File: src/hdl/fpe_pkg.sv
`timescale 1ns / 1ps
package fpe_pkg;

  // table geometry
  localparam int MAX_POLOIDAL = 15;
  localparam int MAX_TOROIDAL = 15;
  localparam int SLOTS        = 2 * MAX_TOROIDAL + 1;
  localparam int DEPTH        = (MAX_POLOIDAL + 1) * SLOTS;
  localparam int ADDR_W       = $clog2(DEPTH);
  localparam int M_W          = $clog2(MAX_POLOIDAL + 1);
  localparam int T_W          = $clog2(MAX_TOROIDAL + 1);
  localparam int I_W          = $clog2(SLOTS);
  localparam int N_W          = I_W + 1;
  localparam int K_W          = N_W + 8;

  // datapath widths
  localparam int TRIG_W = 18;
  localparam int PP_W   = 32 + TRIG_W;
  localparam int PROD_W = PP_W + K_W;
  localparam int RND_W  = PROD_W - 16;
  localparam int ACC_W  = 60;
  localparam int OUT_W  = 48;

  // fixed point constants
  localparam logic [30:0] Q30_ONE     = 31'h4000_0000;
  localparam logic [30:0] HALF_PI_Q30 = 31'd1686629713;
  localparam logic [31:0] TWO_PI_Q29  = 32'd3373259426;

  // horner steps, cosine k = 182,132,90,56,30,12,2 and sine k = 156,110,72,42,20,6;
  // the first sine step is empty, so its reciprocal is zero
  localparam int HSTEPS = 7;
  localparam logic [32:0] COS_MAGIC [HSTEPS] = '{
    33'(((65'd1 << 40) + 65'd181) / 65'd182),
    33'(((65'd1 << 40) + 65'd131) / 65'd132),
    33'(((65'd1 << 39) + 65'd89) / 65'd90),
    33'(((65'd1 << 38) + 65'd55) / 65'd56),
    33'(((65'd1 << 37) + 65'd29) / 65'd30),
    33'(((65'd1 << 36) + 65'd11) / 65'd12),
    33'(((65'd1 << 33) + 65'd1) / 65'd2)
  };
  localparam int COS_SHIFT [HSTEPS] = '{40, 40, 39, 38, 37, 36, 33};
  localparam logic [32:0] SIN_MAGIC [HSTEPS] = '{
    33'd0,
    33'(((65'd1 << 40) + 65'd155) / 65'd156),
    33'(((65'd1 << 39) + 65'd109) / 65'd110),
    33'(((65'd1 << 39) + 65'd71) / 65'd72),
    33'(((65'd1 << 38) + 65'd41) / 65'd42),
    33'(((65'd1 << 37) + 65'd19) / 65'd20),
    33'(((65'd1 << 35) + 65'd5) / 65'd6)
  };
  localparam int SIN_SHIFT [HSTEPS] = '{40, 40, 39, 39, 38, 37, 35};

  // opcodes and register indexes
  typedef enum logic [1:0] {
    OP_LOAD_SIN = 2'd0,
    OP_LOAD_COS = 2'd1,
    OP_EVAL     = 2'd2
  } op_t;

  localparam logic [3:0] CFG_POLOIDAL  = 4'd0;
  localparam logic [3:0] CFG_TOROIDAL  = 4'd1;
  localparam logic [3:0] CFG_PERIODS   = 4'd2;
  localparam logic [3:0] CFG_SYMMETRIC = 4'd3;

  typedef struct packed {
    op_t                opcode;
    logic [3:0]         mode_m;
    logic [4:0]         mode_n_slot;
    logic signed [31:0] coefficient;
    logic [15:0]        toroidal_angle;
    logic [15:0]        poloidal_angle;
  } in_item_t;

  typedef struct packed {
    logic signed [OUT_W-1:0] potential;
    logic signed [OUT_W-1:0] slope_toroidal;
    logic signed [OUT_W-1:0] slope_poloidal;
    logic                    saturated;
  } out_item_t;

  // one term of the series as it travels down the pipeline
  typedef struct packed {
    logic [M_W-1:0]        m;
    logic signed [K_W-1:0] w;
    logic [ADDR_W-1:0]     addr;
    logic                  skip;
    logic                  first;
    logic                  last;
  } term_tag_t;

  typedef struct packed {
    logic signed [OUT_W-1:0] value;
    logic                    flag;
  } sat_t;

  // next horner value: one minus the step, floored at zero
  function automatic logic [30:0] horner_t(input logic [31:0] sub);
    logic [30:0] res;
    if (sub > 32'(Q30_ONE)) res = '0;
    else res = 31'(32'(Q30_ONE) - sub);
    return res;
  endfunction

  // q30 to q16 with rounding, capped at one
  function automatic logic [16:0] to_q16(input logic [31:0] v);
    logic [32:0] t;
    t = ({1'b0, v} + 33'd8192) >> 14;
    if (t > 33'd65536) return 17'd65536;
    return t[16:0];
  endfunction

  // q40 product rounded half up to q24
  function automatic logic signed [RND_W-1:0] rnd24(input logic signed [PROD_W-1:0] x);
    logic signed [PROD_W-1:0] t;
    t = x + PROD_W'(32768);
    return RND_W'(t >>> 16);
  endfunction

  function automatic sat_t sat48(input logic signed [ACC_W-1:0] v);
    sat_t res;
    if (v > ACC_W'(signed'({1'b0, {(OUT_W-1){1'b1}}}))) begin
      res.value = {1'b0, {(OUT_W-1){1'b1}}};
      res.flag  = 1'b1;
    end else if (v < -ACC_W'(signed'({1'b0, 1'b1, {(OUT_W-1){1'b0}}}))) begin
      res.value = {1'b1, {(OUT_W-1){1'b0}}};
      res.flag  = 1'b1;
    end else begin
      res.value = OUT_W'(v);
      res.flag  = 1'b0;
    end
    return res;
  endfunction

endpackage

File: src/hdl/fpe_scale.sv
`timescale 1ns / 1ps
module fpe_scale (
  input  logic                              clk,
  input  logic                              rst_n,
  input  logic                              in_valid,
  input  logic signed [fpe_pkg::ACC_W-1:0]  in_sum,
  output logic                              out_valid,
  output fpe_pkg::sat_t                     out_res
);

  localparam int ACC_W = fpe_pkg::ACC_W;

  // stage 1: magnitude split in two halves, each times 2*pi in q29
  logic             neg;
  logic [ACC_W-1:0] mag;
  logic             v1_r;
  logic             neg_r;
  logic             big_r;
  logic [54:0]      ph_r;
  logic [54:0]      pl_r;

  assign neg = in_sum[ACC_W-1];
  assign mag = neg ? unsigned'(-in_sum) : unsigned'(in_sum);

  always_ff @(posedge clk) begin
    if (!rst_n) v1_r <= 1'b0;
    else v1_r <= in_valid;
    neg_r <= neg;
    big_r <= |mag[ACC_W-1:46];
    ph_r  <= 55'(mag[45:23]) * 55'(fpe_pkg::TWO_PI_Q29);
    pl_r  <= 55'(mag[22:0]) * 55'(fpe_pkg::TWO_PI_Q29);
  end

  // stage 2: combine, round, restore sign and clamp
  logic [55:0]             cval;
  logic signed [ACC_W-1:0] sval;
  fpe_pkg::sat_t           res_nxt;

  assign cval = 56'(ph_r) + 56'(pl_r >> 23) + 56'd32;

  always_comb begin
    sval = neg_r ? -signed'(ACC_W'(cval[55:6])) : signed'(ACC_W'(cval[55:6]));
    if (big_r) begin
      res_nxt.flag  = 1'b1;
      res_nxt.value = neg_r ? {1'b1, {(fpe_pkg::OUT_W-1){1'b0}}}
                            : {1'b0, {(fpe_pkg::OUT_W-1){1'b1}}};
    end else begin
      res_nxt = fpe_pkg::sat48(sval);
    end
  end

  logic          v2_r;
  fpe_pkg::sat_t res_r;

  always_ff @(posedge clk) begin
    if (!rst_n) v2_r <= 1'b0;
    else v2_r <= v1_r;
    res_r <= res_nxt;
  end

  assign out_valid = v2_r;
  assign out_res   = res_r;

endmodule

File: config.mk
export PLATFORM = sky130hd
export DESIGN_NAME = fpe_scale
export DESIGN_NICKNAME = d
export VERILOG_FILES = /design/src/hdl/fpe_pkg.sv /design/src/hdl/fpe_scale.sv
export SDC_FILE = /design/constraint.sdc
export NUM_CORES = 2
export LEC_CHECK = 0
export BUFFER_PORTS_ARGS = -buffer_cell sky130_fd_sc_hd__buf_2
export CORE_ASPECT_RATIO = 2
export CORE_MARGIN = 3
export CORE_UTILIZATION = 40
export CTS_BUF_LIST = sky130_fd_sc_hd__clkbuf_8
export DETAILED_ROUTE_END_ITERATION = 8
export SLEW_MARGIN = 20
export SYNTH_ARGS = -nofsm -noshare
export SYNTH_HDL_FRONTEND = slang
export SYNTH_SLANG_ARGS = --single-unit
File: constraint.sdc
create_clock -name clk -period 13.5 [get_ports clk]
set_clock_uncertainty 0.2 [all_clocks]
set_input_delay 1.35 -clock clk [delete_from_list [all_inputs] [get_ports clk]]
set_output_delay 1.35 -clock clk [all_outputs]
set_load 0.005 [all_outputs]
# After elaboration in Yosys (flattened, before gate mapping)
# Cells that the tools add are included.
[totals]
elab_cells = 24
input_bits = 63
ff_bits = 161
output_inout_bits = 50
[classes]
n_mux = 6
n_lt_le_gt_ge = 2
reduce_logical = 2
multipliers = 2
add_sub_neg = 4
[op_table]
columns = ["operator", "n"]
rows = [
  ["$mux W49", 3],
  ["$mux W60", 2],
  ["$mul A23 B31 Y54 const B", 2],
  ["$gt A60 B48 Y1 const B", 1],
  ["$lt A60 B48 Y1 const B", 1],
  ["$neg A50 Y60", 1],
  ["$neg A60 Y60", 1],
  ["$add A55 B32 Y56", 1],
  ["$add A56 B6 Y56 const B", 1],
  ["$mux W48", 1],
  ["$reduce_or A14 Y1", 1],
  ["$reduce_or A2 Y1", 1],
]

# Longest topological paths before layout
[depth]
ltp_word = 8
mapped_depth = 38
ltp_nobuf = 38

# Worst setup path after synthesis
# No wires, ideal clock.
[synth_path]
path_type = "input-to-reg"
from = "input port in_sum[14] (netlist bit)"
to = "register ph_r[54]"
setup_slack_ps = 2935
setup_time_ps = 121
n_path_buf = 0
cell_stages = 34
required_time_ps = 13179
t_arrival_ps = 10244
path_cell_list = "or4_4 nor4_1 nand2b_1 or3_4 nand2b_1 or3_1 or3b_4 o31ai_1 xnor2_1 inv_1 fa_1 fa_1 inv_1 fa_1 fa_1 inv_1 fa_1 fa_1 inv_1 fa_1 inv_1 ha_1 nand4_1 or3_1 inv_1 o2111ai_1 o2111ai_1 nand2_1 o2111a_1 nor3_1 o21ai_0 o21ai_0 a21oi_1 xnor2_1"
[synth_via]
elab_chain_cells = 3
[synth_lines]
columns = ["item", "line", "text"]
rows = [
  ["from (decl)", "fpe_scale.sv:6", "input logic signed [fpe_pkg::ACC_W-1:0] in_sum,"],
  ["$neg A60 Y60", "fpe_scale.sv:23", "assign mag = neg ? unsigned'(-in_sum) : unsigned'(in_sum);"],
  ["$mux W60", "fpe_scale.sv:23", ""],
  ["$mul A23 B31 Y54", "fpe_scale.sv:30", "ph_r <= 55'(mag[45:23]) * 55'(fpe_pkg::TWO_PI_Q29);"],
  ["to (signal assigned)", "fpe_scale.sv:30", ""],
  ["to (decl)", "fpe_scale.sv:19", "logic [54:0] ph_r;"],
]
# No other way between the ends.
# A chain may end at the register's enable or synchronous reset.

# Worst setup path in the final report
[layout_path]
from = "input port in_sum[0] (netlist bit)"
to = "register ph_r[54]"
# The elaborated chain is that of the path after synthesis.

==> flow_results.org <==
** Global routing
- Entering global routing, the biggest net connects 50 pins.
- Global-route wire length before repair :: 145 mm
- The initial antenna violation count is 18.
- Across every metal layer, demand over resource in global routing totals 23.7%.
- Total overflow reported by the global router :: 0
- Via count of the first global-routing pass :: about 26,000

** Floorplan
- Core outline area :: 76,200 um^2
- For this design the top-level I/O count stands at 113.
- After floorplanning, the core was divided into ~140 placement rows.
- For this configuration, the core starts out at a cell density of 40.5%.
- X dimension of the die :: just over 200 um
- The die covers roughly 81,000 um^2.
- Chip height :: about 400 um

** Final layout
- Layout fillers :: around 7,600
- After the last flow step, the layout net total stands at 4,496.
- Fraction of layout cells with a size suffix above 1 :: 8.55%
- With fillers left out, the area of the finished cells amounts to approximately 33,000 um^2.
- Relative to the synthesized area, the layout overhead comes to 7.66%.

** Setup path
- In this design, the critical path's most frequently occurring cell is fa_1.
- Slowest cell on the critical path :: xor2_1
- Cell count of the worst reg-to-reg path :: 17
- Kind of cell adding the most delay to the critical path :: adder cells
- Critical path's largest stage delay :: ~830 ps
- Critical path class :: primary input to flop
- Kind of launch point of the worst setup path :: primary input
- Worst Path Max Fanout :: 9
- Number of buffer and inverter instances along the worst setup path :: 6
- STA puts the critical path data arrival time at around 12,000 ps.
- In this run the register-to-register setup slack is 7170 ps.
- Category of the worst setup path capture point :: flop
- CP Depth :: 35
- Required time at the endpoint of the critical path :: between 10,000 and 15,000 ps

** Logic synthesis
- After synthesis the netlist holds a flip-flop and latch count of around 140.
- Dominant cell by count in the synthesized netlist :: inv_1
- In the synthesized netlist, the cells that appear most often are 777 x inv_1, 590 x ha_1, 475 x fa_1.
- The largest total area in the synthesized netlist belongs to fa_1.
- Asr flop ratio synth :: 0%
- The netlist uses 100 different library cells.
- Seq/Total Area, Yosys :: under 10%
- Number of enable-type register cells in the synthesized netlist :: 0
- Most used DFF post-synth :: dfxtp_1
- Netlist area before placement :: approximately 31,000 um^2
- Post-synthesis net count :: between 4,000 and 5,000
- The top cell type by area accounts for 30.8% of the synthesized area.
- Dividing the synthesized area by the synthesized cell count gives between 9 and 10 um^2.
- Yosys warning total :: 0
- Gate count after technology mapping :: ~3,200
- Yosys attributes the largest share of cell area to fa_1 31%, ha_1 24%, inv_1 9.5%, dfxtp_1 9.0%, xnor2_1 3.8%.

** Timing
- Worst slew slack as a fraction of its limit :: between 20% and 30%
- The worst path needs between 10,000 and 15,000 ps of the cycle, external delays included.
- Accumulated negative setup slack :: 0 ps
- Setup violations remaining at the end of the flow were counted as 0.
- Fraction of the cycle the final worst path needs :: between 80 and 90%
- Final slew viol count :: 0
- Setup repair after global routing missed its margin :: no
- Number of endpoints with negative hold slack in the final report :: 0
- Slew at the pin closest to its max-slew limit :: between 1000 and 1500 ps
- Derived from the worst setup path, the maximum achievable clock frequency is about 0.087 GHz.

** Clock network
- TritonCTS built the clock tree.
- Number of buffers created by CTS :: 17
- Clock-pin slew was measured on the worst setup and hold paths at about 90 ps.
- Clock latency on the worst-skew pair, taken at its later pin, is roughly 500 ps.
- Post-CTS Hold Fix Bufs :: 0
- The tree is rooted in a clkbuf_8.
- Number of gates resized after cts :: 0
- Bufs on Longest Clock Path :: 2
- Number of H-tree levels :: 4
- The tree built by TritonCTS fans out to between 100 and 150 sinks.
- Buffers added to address setup during post-CTS repair amount to 0.

** Route
- Wire length after detailed routing :: approximately 93 mm
- Dividing the detail-routed wire length by the instance count gives about 21 um.
- Vias per std cell :: roughly 5.2
- Starting DRT DRC Count :: 843
- Post-DRT Antenna Nets :: 0
- Via Count :: 23,100
- After detailed routing, the number of remaining DRC violations is 0.
- Number of detailed-routing iterations run before antenna repair :: 5

** Placed design
- GPL Wtd Cong :: slightly below 1
- Port Buffer Count :: between 100 and 150
- Once placement finished, the instance area stood at roughly 33,000 um^2.
- Summed over all nets, the half-perimeter wirelength after detailed placement is 83.4 mm.

** Worst hold path
- The tightest min-delay check is of the flop to flop type.
- Counting instances, the worst hold path has a depth of 1.

** Run status
- Status :: complete, no violations

** Job
- Max-cap violations in this run came to 0.
-- sequential cells by signal, summed over array words and instances, names as in the netlist --
register,count
ph_r,54
big_r,1
v1_r,1
out_res,49
pl_r,31
neg_r,1
out_valid,1
-- cells by family after synthesis --
| group | after synthesis | share of synthesized area [%] |
|---|---|---|
| adder cells (fa/ha/maj) | 1065 | 54.7 |
| buffers and inverters | 823 | 10.3 |
| AND/OR/NAND/NOR | 513 | 8.67 |
| AO/OA/AOI/OAI | 498 | 11.4 |
| XOR/XNOR | 195 | 5.53 |
| flip-flops | 138 | 8.95 |
| multiplexers | 10 | 0.332 |
-- metrics by stage --
stage	setup WS (ps)	instances	util [%]	hold WS (ps)
3_5_place_dp	1490	4364	43.0	226
2_1_floorplan	2930	3242	-	212
3_3_place_gp	1590	4364	43.0	228
4_1_cts	2020	4396	43.6	248
6_report	2030	4404	43.6	241
5_1_grt	1500	4402	43.6	260
-- cell usage in the layout, fill, tap and decap left out, types with 10 or more instances in the layout --
| cell type | netlist | routed |
|---|---|---|
| inv_1 | 777 | 777 |
| ha_1 | 590 | 590 |
| fa_1 | 475 | 475 |
| dfxtp_1 | 138 | 138 |
| nor2_1 | 133 | 133 |
| xnor2_1 | 134 | 126 |
| a21oi_1 | 117 | 117 |
| nand2_1 | 112 | 112 |
| buf_2 | 4 | 112 |
| o21ai_0 | 84 | 83 |
| xor2_1 | 61 | 59 |
| a21o_1 | 49 | 49 |
| nor3_1 | 42 | 42 |
| a21oi_2 | 41 | 41 |
| buf_4 | 2 | 40 |
| nand3_1 | 32 | 32 |
| or3_1 | 25 | 25 |
| nand2b_1 | 22 | 22 |
| o21a_1 | 20 | 20 |
| o21bai_1 | 19 | 19 |
| nand4_1 | 19 | 19 |
| and3_1 | 17 | 17 |
| and2_1 | 17 | 17 |
| clkbuf_8 | 0 | 17 |
| o41ai_1 | 15 | 15 |
| o31ai_1 | 15 | 15 |
| nor4_1 | 13 | 13 |
| a211oi_1 | 13 | 13 |
| a31oi_1 | 13 | 13 |
| nor2b_1 | 12 | 12 |
| or4_1 | 12 | 12 |
| or2_2 | 10 | 10 |
| o211ai_1 | 10 | 10 |
-- path summary, 6_finish.rpt --
path | start | end
hold / removal | v1_r | out_valid
hold reg to reg | v1_r | out_valid
setup reg to reg | ph_r[6] | out_res[34]
setup / recovery | in_sum[0] | ph_r[54]
-- metal layers --
metal  track usage (%)  vias up  wire length (um)  part of all wire, %
met1              20.4    11300             28700                   31
met4              19.0       22              9490                   10
met3              3.14      345              2680                  2.9
met5                 0        -               133                 0.14
li1                  -    10800                 -                    -
met2              47.5      568             51900                   56
-- area by class of cell --
type / count / area, um^2 / area share (%)
Clock buffer: 17 / 234 / 0.704
Timing Repair Buffer: 152 / 861 / 2.59
Antenna cell: 8 / 20.0 / 0.0603
Tap cell: 1015 / 1270 / 3.82
Inverter: 778 / 2920 / 8.79
Sequential cell: 138 / 2760 / 8.32
Clock inverter: 15 / 175 / 0.527
Multi-Input combinational cell: 2281 / 25000 / 75.2
Power is left out: the tool's default activity adds up to more than one toggle a clock period on the data nets, which glitch-free logic cannot reach.
